==> src/assert_macros.svh <==
// assertion macros shared by the rtl
// no dependencies; expects clk and rst_n in the including scope
`ifndef ASSERT_MACROS_SVH
`define ASSERT_MACROS_SVH

// property that must hold at every clock edge outside reset
`define ASSERT_CLK(lbl, prop, msg) \
    lbl: assert property (@(posedge clk) disable iff (!rst_n) (prop)) else $error(msg);

// condition that must never be true outside reset
`define ASSERT_NEVER(lbl, cond, msg) \
    lbl: assert property (@(posedge clk) disable iff (!rst_n) !(cond)) else $error(msg);

`endif

==> src/sha1s_pkg.sv <==
// types, constants and helper functions for the sha-1 stream hasher
// no dependencies
package sha1s_pkg;

    typedef enum logic [2:0] {
        ST_IDLE,
        ST_PAD,
        ST_LEN,
        ST_ROUND,
        ST_FOLD,
        ST_DONE
    } state_t;

    typedef logic [4:0][31:0] words5_t;

    typedef struct packed {
        logic       push;
        logic [7:0] push_byte;
        logic       step;
    } sched_ctl_t;

    typedef struct packed {
        logic       start;
        logic       step;
        logic       fold;
        logic       reinit;
        logic [6:0] round_idx;
    } round_ctl_t;

    localparam logic [6:0] LAST_ROUND = 7'd79;
    localparam logic [7:0] PAD_BYTE   = 8'h80;
    localparam logic [7:0] ZERO_BYTE  = 8'h00;
    localparam logic [5:0] BLOCK_LAST = 6'd63;
    localparam logic [5:0] LEN_START  = 6'd55;

    localparam words5_t INIT_VECTOR = {
        32'hC3D2E1F0, 32'h10325476, 32'h98BADCFE, 32'hEFCDAB89, 32'h67452301
    };

    function automatic logic [31:0] round_const(input logic [6:0] rnd);
        logic [31:0] k;
        if (rnd < 7'd20)
        begin
            k = 32'h5A827999;
        end
        else if (rnd < 7'd40)
        begin
            k = 32'h6ED9EBA1;
        end
        else if (rnd < 7'd60)
        begin
            k = 32'h8F1BBCDC;
        end
        else
        begin
            k = 32'hCA62C1D6;
        end
        return k;
    endfunction

endpackage

==> src/sha1_stream_hasher.sv <==
// sha-1 of a byte stream: one word per byte, five digest words per message
// a byte that does not complete a block is taken while idle; the 64th byte of a block starts
// the 80 rounds on the shared round unit and then a fold, and input stalls until they are through
// a last word adds the padding and length bytes and one or two compressions,
// then five digest words leave from an output register while the next message is taken
// async active-low reset: chaining words to the initial vector, counters cleared, output empty
`include "assert_macros.svh"

module sha1_stream_hasher
    import sha1s_pkg::*;
(
    input  logic        clk,
    input  logic        rst_n,
    input  logic        in_valid,
    output logic        in_stall,
    input  logic [7:0]  data_byte,
    input  logic        byte_valid,
    input  logic        last,
    output logic        out_valid,
    input  logic        out_stall,
    output logic [31:0] digest_word,
    output logic [2:0]  word_index,
    output logic        last_word
);

    state_t      state_reg;
    state_t      state_next;
    logic [5:0]  cnt_reg;
    logic [5:0]  cnt_next;
    logic [63:0] len_reg;
    logic [63:0] len_next;
    logic [6:0]  rnd_reg;
    logic [6:0]  rnd_next;
    logic        pend_last_reg;
    logic        pend_last_next;
    logic        pad_first_reg;
    logic        pad_first_next;
    logic        fin_reg;
    logic        fin_next;
    logic        load_out;
    logic        out_take;
    logic        out_valid_reg;
    logic        out_valid_next;
    logic [2:0]  idx_reg;
    logic [2:0]  idx_next;
    words5_t     dig_reg;
    words5_t     dig_next;
    words5_t     chain;
    logic [31:0] w;
    sched_ctl_t  sched_ctl;
    round_ctl_t  round_ctl;

    sha1s_sched u_sched (
        .clk (clk),
        .ctl (sched_ctl),
        .w   (w)
    );

    sha1s_round u_round (
        .clk   (clk),
        .rst_n (rst_n),
        .ctl   (round_ctl),
        .w     (w),
        .chain (chain)
    );

    assign in_stall = (state_reg != ST_IDLE);

    always_comb
    begin
        state_next = state_reg;
        case (state_reg)
            ST_IDLE:
            begin
                if (in_valid)
                begin
                    if (byte_valid && cnt_reg == BLOCK_LAST)
                    begin
                        state_next = ST_ROUND;
                    end
                    else if (last)
                    begin
                        state_next = ST_PAD;
                    end
                end
            end
            ST_PAD:
            begin
                if (cnt_reg == BLOCK_LAST)
                begin
                    state_next = ST_ROUND;
                end
                else if (cnt_reg == LEN_START)
                begin
                    state_next = ST_LEN;
                end
            end
            ST_LEN:
            begin
                if (cnt_reg == BLOCK_LAST)
                begin
                    state_next = ST_ROUND;
                end
            end
            ST_ROUND:
            begin
                if (rnd_reg == LAST_ROUND)
                begin
                    state_next = ST_FOLD;
                end
            end
            ST_FOLD:
            begin
                if (fin_reg)
                begin
                    state_next = ST_DONE;
                end
                else if (pend_last_reg)
                begin
                    state_next = ST_PAD;
                end
                else
                begin
                    state_next = ST_IDLE;
                end
            end
            ST_DONE:
            begin
                if (!out_valid_reg)
                begin
                    state_next = ST_IDLE;
                end
            end
            default:
            begin
                state_next = ST_IDLE;
            end
        endcase
    end

    always_comb
    begin
        sched_ctl      = '0;
        round_ctl      = '0;
        round_ctl.round_idx = rnd_reg;
        cnt_next       = cnt_reg;
        len_next       = len_reg;
        rnd_next       = rnd_reg;
        pend_last_next = pend_last_reg;
        pad_first_next = pad_first_reg;
        fin_next       = fin_reg;
        load_out       = 1'b0;
        case (state_reg)
            ST_IDLE:
            begin
                if (in_valid)
                begin
                    pend_last_next = last;
                    pad_first_next = 1'b1;
                    if (byte_valid)
                    begin
                        sched_ctl.push      = 1'b1;
                        sched_ctl.push_byte = data_byte;
                        cnt_next            = cnt_reg + 6'd1;
                        len_next            = len_reg + 64'd8;
                        if (cnt_reg == BLOCK_LAST)
                        begin
                            round_ctl.start = 1'b1;
                            rnd_next        = '0;
                        end
                    end
                end
            end
            ST_PAD:
            begin
                sched_ctl.push      = 1'b1;
                sched_ctl.push_byte = pad_first_reg ? PAD_BYTE : ZERO_BYTE;
                pad_first_next      = 1'b0;
                cnt_next            = cnt_reg + 6'd1;
                if (cnt_reg == BLOCK_LAST)
                begin
                    round_ctl.start = 1'b1;
                    rnd_next        = '0;
                end
            end
            ST_LEN:
            begin
                sched_ctl.push      = 1'b1;
                sched_ctl.push_byte = len_reg[63:56];
                len_next            = {len_reg[55:0], 8'h00};
                cnt_next            = cnt_reg + 6'd1;
                fin_next            = 1'b1;
                if (cnt_reg == BLOCK_LAST)
                begin
                    round_ctl.start = 1'b1;
                    rnd_next        = '0;
                end
            end
            ST_ROUND:
            begin
                sched_ctl.step = 1'b1;
                round_ctl.step = 1'b1;
                rnd_next       = rnd_reg + 7'd1;
            end
            ST_FOLD:
            begin
                round_ctl.fold = 1'b1;
            end
            ST_DONE:
            begin
                if (!out_valid_reg)
                begin
                    round_ctl.reinit = 1'b1;
                    load_out         = 1'b1;
                    pend_last_next   = 1'b0;
                    fin_next         = 1'b0;
                end
            end
            default:
            begin
            end
        endcase
    end

    assign out_take = out_valid_reg && !out_stall;

    always_comb
    begin
        out_valid_next = out_valid_reg;
        idx_next       = idx_reg;
        dig_next       = dig_reg;
        if (load_out)
        begin
            out_valid_next = 1'b1;
            idx_next       = '0;
            dig_next       = chain;
        end
        else if (out_take)
        begin
            if (idx_reg == 3'd4)
            begin
                out_valid_next = 1'b0;
            end
            idx_next = idx_reg + 3'd1;
            for (int i = 0; i < 4; i++)
            begin
                dig_next[i] = dig_reg[i + 1];
            end
        end
    end

    always_ff @(posedge clk or negedge rst_n)
    begin
        if (!rst_n)
        begin
            state_reg     <= ST_IDLE;
            cnt_reg       <= '0;
            len_reg       <= '0;
            rnd_reg       <= '0;
            pend_last_reg <= 1'b0;
            pad_first_reg <= 1'b0;
            fin_reg       <= 1'b0;
            out_valid_reg <= 1'b0;
            idx_reg       <= '0;
        end
        else
        begin
            state_reg     <= state_next;
            cnt_reg       <= cnt_next;
            len_reg       <= len_next;
            rnd_reg       <= rnd_next;
            pend_last_reg <= pend_last_next;
            pad_first_reg <= pad_first_next;
            fin_reg       <= fin_next;
            out_valid_reg <= out_valid_next;
            idx_reg       <= idx_next;
        end
    end

    always_ff @(posedge clk)
    begin
        dig_reg <= dig_next;
    end

    assign out_valid   = out_valid_reg;
    assign digest_word = dig_reg[0];
    assign word_index  = idx_reg;
    assign last_word   = (idx_reg == 3'd4);

    `ASSERT_CLK(a_out_from_done, $rose(out_valid) |-> $past(state_reg == ST_DONE), "digest without finished message")
    `ASSERT_CLK(a_out_drains, (out_take && last_word) |=> !out_valid, "digest word after the fifth")
    `ASSERT_NEVER(a_round_full, (state_reg == ST_ROUND && cnt_reg != 6'd0), "rounds on a partial block")
    `ASSERT_NEVER(a_done_clean, (state_reg == ST_DONE && (cnt_reg != 6'd0 || len_reg != 64'd0)), "message state not cleared at digest")

endmodule

==> src/sha1s_sched.sv <==
// message block window and sha-1 message schedule as a 16-word shift line
// depends on sha1s_pkg
module sha1s_sched
    import sha1s_pkg::*;
(
    input  logic        clk,
    input  sched_ctl_t  ctl,
    output logic [31:0] w
);

    logic [15:0][31:0] win_reg;
    logic [15:0][31:0] win_next;
    logic [31:0]       mix;

    assign mix = win_reg[13] ^ win_reg[8] ^ win_reg[2] ^ win_reg[0];
    assign w   = win_reg[0];

    always_comb
    begin
        win_next = win_reg;
        if (ctl.push)
        begin
            for (int i = 0; i < 15; i++)
            begin
                win_next[i] = {win_reg[i][23:0], win_reg[i + 1][31:24]};
            end
            win_next[15] = {win_reg[15][23:0], ctl.push_byte};
        end
        else if (ctl.step)
        begin
            for (int i = 0; i < 15; i++)
            begin
                win_next[i] = win_reg[i + 1];
            end
            win_next[15] = {mix[30:0], mix[31]};
        end
    end

    always_ff @(posedge clk)
    begin
        win_reg <= win_next;
    end

endmodule

==> src/sha1s_round.sv <==
// sha-1 round unit with working variables and chaining words
// depends on sha1s_pkg
module sha1s_round
    import sha1s_pkg::*;
(
    input  logic        clk,
    input  logic        rst_n,
    input  round_ctl_t  ctl,
    input  logic [31:0] w,
    output words5_t     chain
);

    words5_t     chain_reg;
    words5_t     chain_next;
    words5_t     work_reg;
    words5_t     work_next;
    logic [31:0] b;
    logic [31:0] c;
    logic [31:0] d;
    logic [31:0] f;
    logic [31:0] t;

    assign b     = work_reg[1];
    assign c     = work_reg[2];
    assign d     = work_reg[3];
    assign chain = chain_reg;

    always_comb
    begin
        if (ctl.round_idx < 7'd20)
        begin
            f = (b & c) | (~b & d);
        end
        else if (ctl.round_idx inside {[7'd20:7'd39], [7'd60:7'd127]})
        begin
            f = b ^ c ^ d;
        end
        else
        begin
            f = (b & c) | (b & d) | (c & d);
        end
    end

    assign t = {work_reg[0][26:0], work_reg[0][31:27]} + f + work_reg[4]
             + round_const(ctl.round_idx) + w;

    always_comb
    begin
        work_next = work_reg;
        if (ctl.start)
        begin
            work_next = chain_reg;
        end
        else if (ctl.step)
        begin
            work_next[4] = d;
            work_next[3] = c;
            work_next[2] = {b[1:0], b[31:2]};
            work_next[1] = work_reg[0];
            work_next[0] = t;
        end
    end

    always_comb
    begin
        chain_next = chain_reg;
        if (ctl.reinit)
        begin
            chain_next = INIT_VECTOR;
        end
        else if (ctl.fold)
        begin
            for (int i = 0; i < 5; i++)
            begin
                chain_next[i] = chain_reg[i] + work_reg[i];
            end
        end
    end

    always_ff @(posedge clk)
    begin
        work_reg <= work_next;
    end

    always_ff @(posedge clk or negedge rst_n)
    begin
        if (!rst_n)
        begin
            chain_reg <= INIT_VECTOR;
        end
        else
        begin
            chain_reg <= chain_next;
        end
    end

endmodule

==> config.mk <==
export PLATFORM = sky130hd
export DESIGN_NAME = sha1_stream_hasher
export DESIGN_NICKNAME = d
export VERILOG_FILES = /design/src/sha1s_pkg.sv /design/src/sha1_stream_hasher.sv /design/src/sha1s_sched.sv /design/src/sha1s_round.sv
export VERILOG_INCLUDE_DIRS = /design/src /design/src/src
export SDC_FILE = /design/constraint.sdc
export NUM_CORES = 2
export LEC_CHECK = 0
export BUFFER_PORTS_ARGS = -buffer_cell sky130_fd_sc_hd__buf_2
export CAP_MARGIN = 5
export CORE_MARGIN = 5
export CORE_UTILIZATION = 45
export DETAILED_ROUTE_END_ITERATION = 6
export GPL_ROUTABILITY_DRIVEN = 0
export PLACE_DENSITY = 0.71
export SLEW_MARGIN = 20
export SYNTH_ARGS = -nofsm -noshare
export SYNTH_HDL_FRONTEND = slang
export SYNTH_SLANG_ARGS = --single-unit
==> constraint.sdc <==
create_clock -name clk -period 14.5 [get_ports clk]
set_clock_uncertainty 0.2 [all_clocks]
set_input_delay 0.725 -clock clk [delete_from_list [all_inputs] [get_ports clk]]
set_output_delay 0.725 -clock clk [all_outputs]
set_load 0.05 [all_outputs]
==> impl_metrics.py <==
metrics = {
    "run_status": {
        "status": "finished clean",
    },
    "timing": {
        "fmax_mhz": 133.9,
        "hold_violations": 0,
        "tightest_slew_ns": 1.256,
        "drv_slew": 0,
        "rsz0062_at_grt": "no",
        "fin_crit_ns": 7.466,
        "relSlewSlack": 0.1625,
        "min_period_over_period": 0.5149,
        "setup_violations": 0,
        "tns_ns": 0,
    },
    "synth": {
        "syn_inst": 6203,
        "synth-seq-cells": 1076,
        "synthFlopType": "edfxtp_1",
        "synthMostInstantiatedCell": "nand2_1",
        "async_flop_share": 0.2268,
        "synth_top_area_frac": 0.4214,
        "synth_edf_count": 832,
        "avgSynthCellArea_um2": 9.558,
        "syn-num-nets": 6541,
        "yosysTopAreaCell": "edfxtp_1",
        "synth_area_leaders": "edfxtp_1 42%, nand2_1 15%, dfrtp_1 6.9%",
        "ys_warn_count": 0,
        "seq_area_frac_synth": 0.5261,
        "yosysUniqueCellTypes": 93,
        "synth_top_cells_by_count": "2439 x nand2_1, 832 x edfxtp_1, 309 x o21ai_0",
        "syn_area_um2": 59290,
    },
    "route": {
        "wire_per_inst_um": 18.73,
        "drc": 0,
        "ant_nets": 0,
        "drt_iter0_drc": 4596,
        "vias_per_cell": 5.465,
        "num_vias": 43510,
        "routed_wl_um": 149100,
        "drt-pass1-iter-count": 6,
    },
    "setup_path": {
        "path_max_fanout": 16,
        "slowest_stage": "fa_1",
        "worst_setup_path_end_kind": "flip-flop",
        "max_stage_delay_ns": 0.56,
        "cp_top_family": "compound AO/OA/AOI/OAI gates",
        "crit_path_start_kind": "flip-flop",
        "cp.arrival_ns": 7.71,
        "path_class": "flip-flop to flip-flop",
        "required_ns": 14.74,
        "critPathBufInv": 5,
    },
    "floorplan": {
        "initial_core_util": 0.4521,
        "core_area_um2": 131100,
        "rows": 133,
        "fp.dieW_um": 373.0,
        "die-area_um2": 139100,
        "die_h_um": 373.0,
        "io_pins": 52,
    },
    "layout": {
        "syn2layout_area_growth_pct": 9.055,
        "layout.nets": 6451,
        "n_antenna_cell": 0,
        "fill_cells": 11980,
        "final_util": 0.4931,
        "drive_gt1_frac": 0.06509,
        "largest_reg_flops": 480,
    },
    "clock_network": {
        "cts_sinks": 1076,
        "cts_tree": "done",
        "cts_buffers": 111,
        "clk_pin_slew_ns": 0.07,
        "clk_latency_ns": 0.73,
        "ctsResizeCount": 0,
        "clockBufferDepth": 3,
        "post-cts-setup-buffers": 0,
        "root_buffer": "clkbuf_16",
        "htree_levels": 3,
    },
    "place": {
        "place_hpwl_um": 101000,
        "port_buffers": 51,
    },
    "grt": {
        "grt_pass1_wl_um": 233300,
        "grt_pass1_vias": 41630,
        "grt_use_total": 0.2076,
        "gr-total-overflow": 0,
        "grt_max_degree": 251,
        "antenna_found_initial": 2,
    },
    "hold_path": {
        "holdCritPathClass": "primary input to flip-flop",
    },
    "flow_run": {
        "maxCapViolCount": 0,
    },
}
## layer usage
metal / routed length (µm) / vias to the layer above / GRT usage
li1: - / 20680 / -
met1: 65090 / 21120 / 0.2907
met2: 67960 / 1437 / 0.3278
met3: 10340 / 277 / 0.03480
met4: 5727 / 0 / 0.07465
met5: 0 / - / 0
## area by class of cell
| cell class | instances | area [µm²] | share of cell area |
|---|---|---|---|
| Clock inverter | 62 | 575.6 | 0.008901 |
| Multi-Input combinational cell | 4546 | 25910 | 0.4008 |
| Timing Repair Buffer | 94 | 653.1 | 0.01010 |
| Clock buffer | 145 | 3048 | 0.04714 |
| Tap cell | 1755 | 2196 | 0.03396 |
| Inverter | 284 | 1084 | 0.01676 |
| Sequential cell | 1076 | 31190 | 0.4824 |
## per-stage QoR
stage	instances	hold WS [ns]	area, µm²	setup WS, ns
after floorplan	6203	0.2294	59290	0.1569
after global placement	7754	0.2515	61020	7.290
after detailed placement	7754	0.2545	61020	7.158
after CTS	7962	0.07043	64650	7.110
after global routing	7962	0.1063	64660	6.535
final	7962	0.1298	64660	7.034
## logic make-up (layout without fill, tap and decap cells)
logic type | after synthesis | count (layout) | synth area share
fa+ha+maj | 324 | 324 | 0.08420
mux | 69 | 69 | 0.01194
xor+xnor | 309 | 309 | 0.04565
compound gates | 919 | 919 | 0.09484
simple gates | 2925 | 2925 | 0.1984
buf+inv | 581 | 585 | 0.03891
flops | 1076 | 1076 | 0.5261
## path summary, 6_finish.rpt
kind	from	to	slack, ns	cells past startpoint
worst max-delay path	rnd_reg[4]	u_round.work_reg[28]	7.03	27
worst min-delay path	in_valid	pend_last_reg	0.13	2
worst max register to register	rnd_reg[4]	u_round.work_reg[28]	7.03	27
max in group asynchronous	rst_n	u_round.chain[52]	12.27	3
min in group asynchronous	rst_n	word_index[0]	0.39	2
worst min register to register	cnt_reg[5]	cnt_reg[5]	0.26	1
## worst register-to-register path, delay by kind of cell, from the launching register on
family / cells / cell delay (ns)
XOR/XNOR: 1 / 0.20
AND/OR/NAND/NOR: 4 / 0.95
multiplexers: 1 / 0.25
adder cells (fa/ha/maj): 4 / 1.88
buffers and inverters: 5 / 0.72
flip-flops: 1 / 0.51
AO/OA/AOI/OAI: 12 / 2.46
## what timing repair did
action / CTS / global route
hold buffers: 1 / 0
endpoints found under the setup margin: 0 / 0
hold endpoints to repair: 49 / 0
## cell usage in the layout, fill, tap and decap left out, drive strengths merged, types with 47 or more instances in the layout
cell,count
a21oi,227
fa,125
buf,93
inv,288
clkinv,48
dfrtp,164
nor2,171
xnor2,207
ha,199
xor2,102
a21o,98
nand3,81
edfxtp,832
mux2i,55
nand2,2441
clkbuf,145
o211ai,59
o21ai,331
nor3,47
dfstp,80
Power is not shown: default switching activity piles up to over one toggle a cycle in this logic, so the estimate is an artifact.
